File: src/ssl_pkg.sv
// Shared types and constants of the storage setpoint limiter.
package ssl_pkg;

	localparam int unsigned MulAW = 48;
	localparam int unsigned MulBW = 17;
	localparam int unsigned DivNW = 48;
	localparam int unsigned DivDW = 32;
	localparam logic signed [17:0] OneQ16 = 18'sd65536;
	localparam logic signed [17:0] StorageMinFrac = 18'sd16;

	typedef enum logic [2:0] {
		CFG_RATED_POWER = 3'd0,
		CFG_MIN_FRACTION = 3'd1,
		CFG_MAX_FRACTION = 3'd2,
		CFG_CAPACITY = 3'd3,
		CFG_INIT_CHARGE = 3'd4,
		CFG_INIT_SETPOINT = 3'd5,
		CFG_EXT_CONTROL = 3'd6
	} cfg_idx_t;

	typedef enum logic [3:0] {
		ST_IDLE,
		ST_INT_M1,
		ST_INT_M2,
		ST_INT_D,
		ST_LIM_M1,
		ST_LIM_M2,
		ST_LIM_D1,
		ST_LIM_M3,
		ST_LIM_D2,
		ST_CLAMP,
		ST_POW_M,
		ST_OUT
	} state_t;

endpackage

File: src/storage_setpoint_limiter_soc_core.sv
// Top level of the storage setpoint limiter with its sequencer and state.
// A request runs up to six serial multiplies and three serial divides, then one clamp and one
// output step; the integration and limit steps are skipped when they are not enabled. A new
// request is taken only back in idle, after the result is registered; an output stall holds
// the sequencer in its output state until the result is taken.
// Reset loads the register reset values, charge one half and setpoint zero.
module storage_setpoint_limiter_soc_core (
	input logic clk,
	input logic arst_n,
	input logic cfg_we,
	input logic [2:0] cfg_index,
	input logic [16:0] cfg_data,
	input logic in_valid,
	output logic in_stall,
	input logic [15:0] elapsed_seconds,
	input logic signed [15:0] setpoint,
	input logic setpoint_valid,
	output logic out_valid,
	input logic out_stall,
	output logic signed [15:0] applied_setpoint,
	output logic signed [17:0] power_kw,
	output logic [15:0] reserve_up,
	output logic [15:0] reserve_down,
	output logic signed [17:0] charge_level,
	output logic fault,
	output logic store_full,
	output logic store_empty,
	output logic is_storage
);
	ssl_pkg::state_t state_q, state_d;

	logic [15:0] rated_q;
	logic signed [15:0] min_q;
	logic signed [15:0] max_q;
	logic [15:0] cap_q;
	logic ext_q;
	logic signed [15:0] sp_q;
	logic signed [17:0] chg_q;
	logic [15:0] dt_q;
	logic signed [15:0] req_q;
	logic sv_q;
	logic launched_q;
	logic [31:0] den_q;
	logic [16:0] emax_q;
	logic [16:0] emin_q;
	logic out_valid_q;

	logic mul_start, div_start, mul_done, div_done;
	logic [ssl_pkg::MulAW-1:0] mul_a, mul_p;
	logic [ssl_pkg::MulBW-1:0] mul_b;
	logic [ssl_pkg::DivNW-1:0] div_n, div_q;
	logic [ssl_pkg::DivDW-1:0] div_d;

	logic [15:0] pw;
	logic [25:0] cap900;
	logic storage, full, empty, blocked, int_en, lim_en;
	logic [16:0] sp_abs;
	logic [16:0] room;
	logic signed [17:0] lo1, hi1, lo2, hi2;
	logic signed [15:0] sp_clamp;
	logic [19:0] qsat;
	logic signed [20:0] nb;
	logic signed [17:0] nb_sat;
	logic [16:0] qlim;
	logic [32:0] pround;
	logic signed [18:0] pmag;
	logic signed [17:0] pval;
	logic signed [16:0] up_v, down_v;
	logic accept_in, load_out;

	function automatic logic faulted(input logic signed [15:0] sp, input logic signed [17:0] c,
			input logic signed [15:0] mn, input logic signed [15:0] mx);
		faulted = sp < mn || sp > mx || c < 18'sd0 || c > ssl_pkg::OneQ16;
	endfunction

	function automatic logic signed [17:0] lim_lo(input logic flt, input logic en,
			input logic signed [15:0] mn, input logic [16:0] emin);
		logic signed [17:0] v;
		logic signed [17:0] e;
		v = flt ? 18'sd0 : 18'(mn);
		e = -$signed({1'b0, emin});
		if (!flt && en && e > v) begin
			v = e;
		end
		lim_lo = v;
	endfunction

	function automatic logic signed [17:0] lim_hi(input logic flt, input logic en,
			input logic signed [15:0] mx, input logic [16:0] emax);
		logic signed [17:0] v;
		logic signed [17:0] e;
		v = flt ? 18'sd0 : 18'(mx);
		e = $signed({1'b0, emax});
		if (!flt && en && e < v) begin
			v = e;
		end
		lim_hi = v;
	endfunction

	assign pw = (rated_q == 16'd0) ? 16'd1 : rated_q;
	assign cap900 = {cap_q, 10'b0} - {3'b0, cap_q, 7'b0} + {8'b0, cap_q, 2'b0};
	assign storage = 18'(min_q) <= ssl_pkg::StorageMinFrac && cap_q != 16'd0;
	assign full = storage && chg_q >= ssl_pkg::OneQ16;
	assign empty = storage && chg_q <= 18'sd0;
	assign blocked = (full && sp_q <= 16'sd0) || (empty && sp_q >= 16'sd0);
	assign int_en = storage && dt_q != 16'd0 && !blocked && sp_q != 16'sd0;
	assign lim_en = storage && dt_q != 16'd0 && chg_q >= 18'sd0 && chg_q <= ssl_pkg::OneQ16;
	assign sp_abs = sp_q[15] ? 17'(-18'(sp_q)) : 17'(sp_q);
	assign room = 17'(ssl_pkg::OneQ16 - chg_q);

	assign lo1 = lim_lo(faulted(sp_q, chg_q, min_q, max_q), lim_en, min_q, emin_q);
	assign hi1 = lim_hi(faulted(sp_q, chg_q, min_q, max_q), lim_en, max_q, emax_q);
	assign lo2 = lo1;
	assign hi2 = hi1;

	always_comb begin
		if (18'(req_q) >= hi1) begin
			sp_clamp = 16'(hi1);
		end else if (18'(req_q) <= lo1) begin
			sp_clamp = 16'(lo1);
		end else begin
			sp_clamp = req_q;
		end
		if (full && sp_clamp <= 16'sd0) begin
			sp_clamp = 16'sd0;
		end else if (empty && sp_clamp >= 16'sd0) begin
			sp_clamp = 16'sd0;
		end
	end

	assign qsat = (div_q[ssl_pkg::DivNW-1:19] != '0) ? 20'h80000 : {1'b0, div_q[18:0]};
	assign nb = sp_q[15] ? 21'(chg_q) + $signed({1'b0, qsat}) : 21'(chg_q) - $signed({1'b0, qsat});
	assign nb_sat = (nb > 21'sd131071) ? 18'sd131071 :
			(nb < -21'sd131072) ? -18'sd131072 : 18'(nb);
	assign qlim = (div_q[ssl_pkg::DivNW-1:16] != '0) ? 17'h10000 : {1'b0, div_q[15:0]};

	assign pround = {1'b0, mul_p[31:0]} + 33'd8192;
	assign pmag = $signed(pround[32:14]);
	assign pval = blocked ? 18'sd0 : (sp_q[15] ? 18'(-pmag) : 18'(pmag));
	assign up_v = 17'(hi2 - 18'(sp_q));
	assign down_v = 17'(18'(sp_q) - lo2);

	assign accept_in = in_valid && !in_stall;
	assign load_out = state_q == ssl_pkg::ST_OUT && (!out_valid_q || !out_stall);

	always_comb begin
		state_d = state_q;
		case (state_q)
			ssl_pkg::ST_IDLE: if (accept_in) state_d = ssl_pkg::ST_INT_M1;
			ssl_pkg::ST_INT_M1: begin
				if (!int_en) state_d = ssl_pkg::ST_LIM_M1;
				else if (mul_done) state_d = ssl_pkg::ST_INT_M2;
			end
			ssl_pkg::ST_INT_M2: if (mul_done) state_d = ssl_pkg::ST_INT_D;
			ssl_pkg::ST_INT_D: if (div_done) state_d = ssl_pkg::ST_LIM_M1;
			ssl_pkg::ST_LIM_M1: begin
				if (!lim_en) state_d = ssl_pkg::ST_CLAMP;
				else if (mul_done) state_d = ssl_pkg::ST_LIM_M2;
			end
			ssl_pkg::ST_LIM_M2: if (mul_done) state_d = ssl_pkg::ST_LIM_D1;
			ssl_pkg::ST_LIM_D1: if (div_done) state_d = ssl_pkg::ST_LIM_M3;
			ssl_pkg::ST_LIM_M3: if (mul_done) state_d = ssl_pkg::ST_LIM_D2;
			ssl_pkg::ST_LIM_D2: if (div_done) state_d = ssl_pkg::ST_CLAMP;
			ssl_pkg::ST_CLAMP: state_d = ssl_pkg::ST_POW_M;
			ssl_pkg::ST_POW_M: if (mul_done) state_d = ssl_pkg::ST_OUT;
			ssl_pkg::ST_OUT: if (load_out) state_d = ssl_pkg::ST_IDLE;
			default: state_d = ssl_pkg::ST_IDLE;
		endcase
	end

	always_comb begin
		mul_start = 1'b0;
		div_start = 1'b0;
		mul_a = '0;
		mul_b = '0;
		div_n = '0;
		div_d = '0;
		case (state_q)
			ssl_pkg::ST_INT_M1: begin
				mul_start = int_en && !launched_q;
				mul_a = 48'(pw);
				mul_b = sp_abs;
			end
			ssl_pkg::ST_INT_M2: begin
				mul_start = !launched_q;
				mul_a = 48'(mul_p[31:0]);
				mul_b = 17'(dt_q);
			end
			ssl_pkg::ST_INT_D: begin
				div_start = !launched_q;
				div_n = mul_p + 48'(cap900[25:1]);
				div_d = 32'(cap900);
			end
			ssl_pkg::ST_LIM_M1: begin
				mul_start = lim_en && !launched_q;
				mul_a = 48'(pw);
				mul_b = 17'(dt_q);
			end
			ssl_pkg::ST_LIM_M2: begin
				mul_start = !launched_q;
				mul_a = 48'(cap900);
				mul_b = chg_q[16:0];
			end
			ssl_pkg::ST_LIM_D1, ssl_pkg::ST_LIM_D2: begin
				div_start = !launched_q;
				div_n = mul_p;
				div_d = den_q;
			end
			ssl_pkg::ST_LIM_M3: begin
				mul_start = !launched_q;
				mul_a = 48'(cap900);
				mul_b = room;
			end
			ssl_pkg::ST_POW_M: begin
				mul_start = !launched_q;
				mul_a = 48'(pw);
				mul_b = sp_abs;
			end
			default: begin
				mul_start = 1'b0;
			end
		endcase
	end

	assign in_stall = state_q != ssl_pkg::ST_IDLE;

	ssl_mul u_mul (
		.clk(clk),
		.arst_n(arst_n),
		.start(mul_start),
		.a(mul_a),
		.b(mul_b),
		.prod(mul_p),
		.done(mul_done)
	);

	ssl_div u_div (
		.clk(clk),
		.arst_n(arst_n),
		.start(div_start),
		.num(div_n),
		.den(div_d),
		.quo(div_q),
		.done(div_done)
	);

	always_ff @(posedge clk or negedge arst_n) begin
		if (!arst_n) begin
			state_q <= ssl_pkg::ST_IDLE;
			launched_q <= 1'b0;
			out_valid_q <= 1'b0;
			rated_q <= 16'd1000;
			min_q <= -16'sd16384;
			max_q <= 16'sd16384;
			cap_q <= 16'd0;
			ext_q <= 1'b1;
			sp_q <= 16'sd0;
			chg_q <= 18'sd32768;
		end else begin
			state_q <= state_d;
			if (mul_done || div_done) begin
				launched_q <= 1'b0;
			end else if (mul_start || div_start) begin
				launched_q <= 1'b1;
			end
			if (load_out) begin
				out_valid_q <= 1'b1;
			end else if (!out_stall) begin
				out_valid_q <= 1'b0;
			end
			if (cfg_we) begin
				case (cfg_index)
					ssl_pkg::CFG_RATED_POWER: rated_q <= cfg_data[15:0];
					ssl_pkg::CFG_MIN_FRACTION: min_q <= $signed(cfg_data[15:0]);
					ssl_pkg::CFG_MAX_FRACTION: max_q <= $signed(cfg_data[15:0]);
					ssl_pkg::CFG_CAPACITY: cap_q <= cfg_data[15:0];
					ssl_pkg::CFG_INIT_CHARGE: chg_q <= $signed({1'b0, cfg_data});
					ssl_pkg::CFG_INIT_SETPOINT: sp_q <= $signed(cfg_data[15:0]);
					ssl_pkg::CFG_EXT_CONTROL: ext_q <= cfg_data[0];
					default: ext_q <= ext_q;
				endcase
			end
			if (state_q == ssl_pkg::ST_INT_D && div_done) begin
				chg_q <= nb_sat;
			end
			if (state_q == ssl_pkg::ST_CLAMP && sv_q) begin
				sp_q <= sp_clamp;
			end
		end
	end

	always_ff @(posedge clk) begin
		if (accept_in) begin
			dt_q <= elapsed_seconds;
			req_q <= setpoint;
			sv_q <= setpoint_valid;
		end
		if (state_q == ssl_pkg::ST_LIM_M1 && mul_done) begin
			den_q <= mul_p[31:0];
		end
		if (state_q == ssl_pkg::ST_LIM_D1 && div_done) begin
			emax_q <= qlim;
		end
		if (state_q == ssl_pkg::ST_LIM_D2 && div_done) begin
			emin_q <= qlim;
		end
		if (load_out) begin
			applied_setpoint <= sp_q;
			power_kw <= pval;
			reserve_up <= (!ext_q || up_v <= 17'sd0 || empty) ? 16'd0 : 16'(up_v);
			reserve_down <= (!ext_q || down_v <= 17'sd0 || full) ? 16'd0 : 16'(down_v);
			charge_level <= chg_q;
			fault <= faulted(sp_q, chg_q, min_q, max_q);
			store_full <= full;
			store_empty <= empty;
			is_storage <= storage;
		end
	end

	assign out_valid = out_valid_q;
endmodule

File: src/ssl_mul.sv
// Bit-serial shift-and-add multiplier, one multiplier bit per cycle.
module ssl_mul (
	input logic clk,
	input logic arst_n,
	input logic start,
	input logic [ssl_pkg::MulAW-1:0] a,
	input logic [ssl_pkg::MulBW-1:0] b,
	output logic [ssl_pkg::MulAW-1:0] prod,
	output logic done
);
	logic [ssl_pkg::MulAW-1:0] acc_q;
	logic [ssl_pkg::MulAW-1:0] a_q;
	logic [ssl_pkg::MulBW-1:0] b_q;
	logic [4:0] cnt_q;
	logic busy_q;
	logic done_q;

	always_ff @(posedge clk or negedge arst_n) begin
		if (!arst_n) begin
			busy_q <= 1'b0;
			done_q <= 1'b0;
			cnt_q <= '0;
		end else begin
			done_q <= 1'b0;
			if (start) begin
				busy_q <= 1'b1;
				cnt_q <= 5'(ssl_pkg::MulBW);
			end else if (busy_q) begin
				cnt_q <= cnt_q - 5'd1;
				if (cnt_q == 5'd1) begin
					busy_q <= 1'b0;
					done_q <= 1'b1;
				end
			end
		end
	end

	always_ff @(posedge clk) begin
		if (start) begin
			acc_q <= '0;
			a_q <= a;
			b_q <= b;
		end else if (busy_q) begin
			if (b_q[0]) begin
				acc_q <= acc_q + a_q;
			end
			a_q <= {a_q[ssl_pkg::MulAW-2:0], 1'b0};
			b_q <= {1'b0, b_q[ssl_pkg::MulBW-1:1]};
		end
	end

	assign prod = acc_q;
	assign done = done_q;
endmodule

File: src/ssl_div.sv
// Restoring divider that produces one quotient bit per cycle.
module ssl_div (
	input logic clk,
	input logic arst_n,
	input logic start,
	input logic [ssl_pkg::DivNW-1:0] num,
	input logic [ssl_pkg::DivDW-1:0] den,
	output logic [ssl_pkg::DivNW-1:0] quo,
	output logic done
);
	logic [ssl_pkg::DivDW-1:0] rem_q;
	logic [ssl_pkg::DivNW-1:0] quo_q;
	logic [ssl_pkg::DivDW-1:0] den_q;
	logic [5:0] cnt_q;
	logic busy_q;
	logic done_q;
	logic [ssl_pkg::DivDW:0] shifted;
	logic [ssl_pkg::DivDW:0] trial;

	assign shifted = {rem_q, quo_q[ssl_pkg::DivNW-1]};
	assign trial = shifted - {1'b0, den_q};

	always_ff @(posedge clk or negedge arst_n) begin
		if (!arst_n) begin
			busy_q <= 1'b0;
			done_q <= 1'b0;
			cnt_q <= '0;
		end else begin
			done_q <= 1'b0;
			if (start) begin
				busy_q <= 1'b1;
				cnt_q <= 6'(ssl_pkg::DivNW);
			end else if (busy_q) begin
				cnt_q <= cnt_q - 6'd1;
				if (cnt_q == 6'd1) begin
					busy_q <= 1'b0;
					done_q <= 1'b1;
				end
			end
		end
	end

	always_ff @(posedge clk) begin
		if (start) begin
			rem_q <= '0;
			quo_q <= num;
			den_q <= den;
		end else if (busy_q) begin
			if (!trial[ssl_pkg::DivDW]) begin
				rem_q <= trial[ssl_pkg::DivDW-1:0];
			end else begin
				rem_q <= shifted[ssl_pkg::DivDW-1:0];
			end
			quo_q <= {quo_q[ssl_pkg::DivNW-2:0], ~trial[ssl_pkg::DivDW]};
		end
	end

	assign quo = quo_q;
	assign done = done_q;
endmodule
File: config.mk
export PLATFORM = sky130hd
export DESIGN_NAME = storage_setpoint_limiter_soc_core
export DESIGN_NICKNAME = d
export VERILOG_FILES = /design/src/ssl_pkg.sv /design/src/storage_setpoint_limiter_soc_core.sv /design/src/ssl_mul.sv /design/src/ssl_div.sv
export SDC_FILE = /design/constraint.sdc
export NUM_CORES = 2
export LEC_CHECK = 0
export ABC_AREA = 1
export BUFFER_PORTS_ARGS = -buffer_cell sky130_fd_sc_hd__buf_4
export CAP_MARGIN = 30
export CORE_ASPECT_RATIO = 1.25
export CORE_MARGIN = 2
export CORE_UTILIZATION = 50
export CTS_BUF_LIST = sky130_fd_sc_hd__clkbuf_8 sky130_fd_sc_hd__clkbuf_16
export CTS_CLUSTER_SIZE = 8
export DETAILED_ROUTE_END_ITERATION = 7
export GPL_TIMING_DRIVEN = 1
export PLACE_DENSITY = 0.67
export SLEW_MARGIN = 25
export SYNTH_ARGS = -nofsm -noshare
export SYNTH_HDL_FRONTEND = slang
export SYNTH_SLANG_ARGS = --single-unit
File: constraint.sdc
create_clock -name clk -period 17.75 [get_ports clk]
set_input_delay 0.8875 -clock clk [delete_from_list [all_inputs] [get_ports clk]]
set_output_delay 0.8875 -clock clk [all_outputs]
set_load 0.01 [all_outputs]
Yosys cells after proc, flatten, opt, wreduce, memory -nomap -nowiden
Index checks and enable logic that the tools add are counted.

cells by class
  bitwise operators = 1
  order comparisons = 21
  multiplexer cells = 69
  equality and inequality tests = 31
  $add $sub $neg = 16
  reductions and logical operators = 74

operators by type and width
  cell                      count
  $mux W48                  4
  $mux W18                  10
  $mux W16                  8
  $pmux W32 S3              1
  $pmux W48 S2              1
  $mux W17                  4
  $pmux W17 S4              1
  $pmux W32 S2              1
  $mux W4                   13
  $add A48 B25 Y48          1
  $add A48 B48 Y48          1
  $pmux W4 S12              1
  $reduce_bool A16 Y1       3
  $le A17 B1 Y1 const B     2
  $sub A33 B32 Y33          1
  $add A32 B14 Y32 const B  1
  $ge A16 B1 Y1 const B     2
  $le A16 B1 Y1 const B     2
  $mux W32                  1
  $reduce_bool A32 Y1       1
  $reduce_bool A29 Y1       1
  $add A26 B18 Y26          1
  $sub A26 B23 Y26          1
  $logic_and A1 B1 Y1       24
  other kinds (56)          126

storage, ports and cells
  word-level logic and storage cells = 249
  bits of input ports = 58
  output and inout port bits = 90
  register bits = 532

Depth between registers and ports, before layout
  word-level depth = 16
  mapped depth = 56
  gate-level depth less buffers = 53

By module
A second synthesis with hierarchy kept.

second synthesis, totals
  cell total of the unflattened synthesis = 5602
  area total of the unflattened synthesis = 39897.0 µm²

by module, submodules not included
  module                             area each (µm²)  sequential area each (µm²)  times used  cells each
  storage_setpoint_limiter_soc_core  23366.2          8256.7                      1           3059
  ssl_mul                            8986.1           3088.0                      1           1453
  ssl_div                            7544.7           3243.1                      1           1090

Worst setup path before layout
No wires, ideal clock.

  path type = register to register
  start point = register chg_q[1]
  end point = register reserve_up[10] (data pin)
  cell stages (with the launch flop) = 47
  library setup time = 265 ps
  data required time = 17485 ps
  slack = 11257 ps
  arrival = 6228 ps
  period minus slack after synthesis = 6493 ps
  path buffers = 3
  cell sequence = dfrtp_1 inv_1 ha_1 inv_1 nor2_2 nand3_1 nor3_4 nand4_2 a21oi_4 and2_2 nand2_4 buf_1 nor2_1 inv_1 ha_1 nand2_1 inv_1 nand3_1 [... 11 more ...] fa_1 a21o_1 a21oi_1 o21ai_0 nand2_1 nand2_1 a21oi_1 o21ai_0 nand3_1 nand2_1 nand3_1 nand2_1 xor2_1 nor3_1 nand3_1 nand4_1 clkbuf_1 nor2_1

on the way
  cells in the longest elaborated chain, start to end = 11

RTL lines
  what                                                   line                                                                              source
  start: declaration                                     storage_setpoint_limiter_soc_core.sv:38                                           logic signed [17:0] chg_q;
  start signal: assignment                               storage_setpoint_limiter_soc_core.sv:277                                          ssl_pkg::CFG_INIT_CHARGE: chg_q <= $signed({1'b0, cfg_data});
  start signal: assignment                               storage_setpoint_limiter_soc_core.sv:284                                          chg_q <= nb_sat;
  $lt A18 B1 Y1                                          storage_setpoint_limiter_soc_core.sv:73                                           faulted = sp < mn || sp > mx || c < 18'sd0 || c > ssl_pkg::OneQ16;
  $logic_or A1 B1 Y1 (2 in series)                       storage_setpoint_limiter_soc_core.sv:73
  $mux W18 or $logic_not A1 Y1 (tied branches)           storage_setpoint_limiter_soc_core.sv:92, storage_setpoint_limiter_soc_core.sv:94
  $lt A18 B18 Y1 or $logic_and A1 B1 Y1 (tied branches)  storage_setpoint_limiter_soc_core.sv:94                                           if (!flt && en && e < v) begin
  $logic_and A1 B1 Y1                                    storage_setpoint_limiter_soc_core.sv:94
  $mux W18                                               storage_setpoint_limiter_soc_core.sv:94
  $sub A17 B16 Y17                                       storage_setpoint_limiter_soc_core.sv:140                                          assign up_v = 17'(hi2 - 18'(sp_q));
  $le A17 B1 Y1                                          storage_setpoint_limiter_soc_core.sv:310                                          reserve_up <= (!ext_q || up_v <= 17'sd0 || empty) ? 16'd0 : 16'(up_v);
  $logic_or A1 B1 Y1 (2 in series)                       storage_setpoint_limiter_soc_core.sv:310
  end signal: assignment                                 storage_setpoint_limiter_soc_core.sv:310
  end: declaration                                       storage_setpoint_limiter_soc_core.sv:22                                           output logic [15:0] reserve_up,

Several ways; a longest one is shown, not always the timed one.
A chain may end at the register's enable or synchronous reset.

Final worst setup path
  start point = register chg_q[1]
  end point = register reserve_up[3] (data pin)

Same word-level chain as after synthesis.

==> run metrics <==
setup TNS 0 ps; relative slew slack 34.4%; Routed WL 120000 um; switching share of power 48.7%; gr usage total 32.0%; PnR Total Power 8.04 mW; met2 Use GR 55.3%; Mapped Area 36100 um^2; CTS tree built; # hold bufs at CTS 0; mux share of post-synthesis cell area 0%; Final HPWL DP 91400 um; hold slack 354 ps; clock-pin slew on the worst setup and hold paths 50 ps; IO buf count 147; Setup crit end kind flip-flop; critical path launch point type flip-flop; final hold vios 0; worst setup path class flip-flop to flip-flop; Die X 244 um; Critical Path Fanout Max 18; wire per inst 21.1 um; Lkg Pwr 18.7 nW; Post-Syn Area per Cell 7.99 um^2; fin worst setup slack 9910 ps; Iter 0 DRT Violations 2407; met3 usage 4.24%; simple-gate portion of the synthesized area 19.5%; vias in the first global route 31.3k; first-pass GRT wire length 182000 um; RSZ-0062 raised after global routing no; CP arrival 8300 ps; ANT nets after route 0; Sequential Power Share 27.4%; syn nets 4894; largest family of logic cells by synthesized area simple AND/OR/NAND/NOR gates; P_sw 3.91 mW; Initial Util 50.3%; Root Buffer clkbuf_16; CP required 18210 ps; remaining global-route overflow 0; Period minus WS final 7840 ps; Worst-Skew Late Latency 640 ps; Final setup viols 0; Post-Synth XOR/XNOR Area 4.43%; Tcrit/Tclk final 44.2%; Worst-Margin Slew 983 ps; CP delay by family, top simple AND/OR/NAND/NOR gates; Post-synth EDFFs 332; pwr dens 198 nW/um^2; Async SR Flop Fraction 22.6%; Ys Warns 0; predominant post-synthesis flop cell edfxtp_1; Buf/Inv on CP 4; Synth Register Bits 532; clk buf depth 3; CP max stage delay 500 ps; CTS resizes 0; H-Tree Depth 3; worst clock skew 25.6 ps; unique cell type count in the Yosys netlist 73; drt pass-1 iters 6; Post-CTS Repair Setup Buffers 0; Power Internal 4.13 mW; Post-Synthesis Cells 4525; I/O pin cnt 148; Synth Area in Adders 11.1%; # DRC 0; full die area 74400 um^2; initial antenna violation count 1; register area share after synthesis 40.4%; Synth Area in Compound Gates 16.9%; final core occ 56.5%; pre-CTS WS 9960 ps; Worst R2R Path Depth 42; slowest CP cell nand4_1; combinational power share 55.4%; area added between synthesis and finish 12.4%; Clock Power Share 17.2%; vias 32.1k; Stages on worst setup path 42; placer's final routability congestion estimate 1.01; global route hottest layer met2; TritonCTS Buffers 77; IR drop worst, VDD 0.189 mV; largest net degree at the start of global routing 71; Hold WC Path Type input port to asynchronous set/reset pin; Vias/cell 5.66; Core Footprint 71800 um^2; clock sinks 532; Max Cap Viol 0; fin. max-slew vios 0; ratio of cells with drive above 1 in the final layout 7.79%; Die Height 305 um; met1 Track Usage GR 35.9%; Layout Nets 5028; status finished, final reports clean; row cnt 110; fmax 127 MHz
==> cell families (layout without fill, tap and decap cells) <==
logic type                 after synthesis  in the layout
and+or+nand+nor                       1683           1683
AOI/OAI and AO/OA                     1095           1095
buffers and inverters                  722            920
DFF                                    532            532
adders and majority gates              311            311
xor gates and xnor gates               182            182
other                                    0              1
==> power groups by stage <==
stage	sequential (mW)	combinational (mW)	clock, mW
after floorplan	2.03	3.25	0
after global placement	2.21	4.33	0
after detailed placement	2.21	4.37	0
after CTS	2.19	4.40	1.40
after global routing	2.23	5.01	1.45
final	2.20	4.45	1.38
==> cells in the mapped netlist (12+ instances only) <==
cell type  count  share of area (%)
o22ai_1       22               0.38
dfrtp_1      109                7.5
a22oi_1       20               0.42
or2_2         22               0.38
nand3_2       12               0.33
o21ai_1       30               0.42
inv_1        584                6.1
o21a_1        12               0.25
a31oi_1       35               0.61
a211oi_1      14               0.29
o211ai_1      30               0.62
fa_1          14               0.78
xor2_1       121                2.9
dfxtp_1       80                4.4
nand3_1      158                2.2
nor4_1        23               0.40
nor2_1       437                4.5
nand2_1      893                9.3
a21oi_1      450                6.2
o31ai_1       13               0.27
o21bai_1      26               0.54
o21ai_0      363                5.0
buf_2         16               0.22
nor3_1        57               0.79
ha_1         297                 10
edfxtp_1     332                 28
a21o_1        23               0.48
clkbuf_1      94               0.98
xnor2_1       60                1.5
nand4_1       48               0.83
==> cell type report <==
class / count / area, um^2
Clock inverter: 63 / 313
Inverter: 595 / 2230
Clock buffer: 80 / 1980
Tap cell: 952 / 1190
Fill cell: 6767 / 31200
Antenna cell: 1 / 2.50
Sequential cell: 532 / 14600
Multi-Input combinational cell: 3271 / 18900
Timing Repair Buffer: 182 / 1440
==> through the flow <==
stage	instances	instance area, um^2
CTS	5671	40500
detailed placement	5528	38200
global placement	5526	38200
global route	5675	40600
floorplan	4525	36100
finish	5676	40600
==> cell usage in the layout (no fill, tap or decap), drive strengths merged, types with 60 or more instances in the layout <==
| master | netlist | routed |
|---|---|---|
| xnor2 | 60 | 60 |
| ha | 297 | 297 |
| dfrtp | 109 | 109 |
| o21ai | 403 | 403 |
| clkbuf | 94 | 80 |
| buf | 33 | 182 |
| inv | 590 | 649 |
| nand2 | 899 | 899 |
| xor2 | 122 | 122 |
| a21oi | 451 | 451 |
| nand3 | 170 | 170 |
| dfxtp | 80 | 80 |
| edfxtp | 332 | 332 |
| nor2 | 443 | 443 |
==> flip-flops by register name, summed over array words and instances, names as in the netlist, 17 cells and up <==
signal / count
charge_level: 18
chg_q: 18
den_q: 32
emax_q: 17
emin_q: 17
power_kw: 18
u_div.den_q: 32
u_div.quo: 48
u_div.rem_q: 32
u_mul.a_q: 48
u_mul.b_q: 17
u_mul.prod: 48
==> worst paths after layout <==
check / startpoint / to / slack, ps
min in group clk: setpoint[13] / req_q[13] / 420
min reg2reg: u_div.rem_q[30] / u_div.rem_q[30] / 470
max reg2reg: chg_q[1] / reserve_up[3] / 9910
max in group asynchronous: arst_n / min_q[5] / 15990
max: chg_q[1] / reserve_up[3] / 9910
min: arst_n / u_mul.cnt_q[1] / 350
==> layer usage <==
| layer | wire length, um | share of wire [%] |
|---|---|---|
| met5 | 8 | 0.0067 |
| met2 | 58000 | 49 |
| met1 | 44900 | 38 |
| met3 | 6410 | 5.4 |
| met4 | 10200 | 8.5 |
No activity file was read; power rests on OpenSTA's default activity.
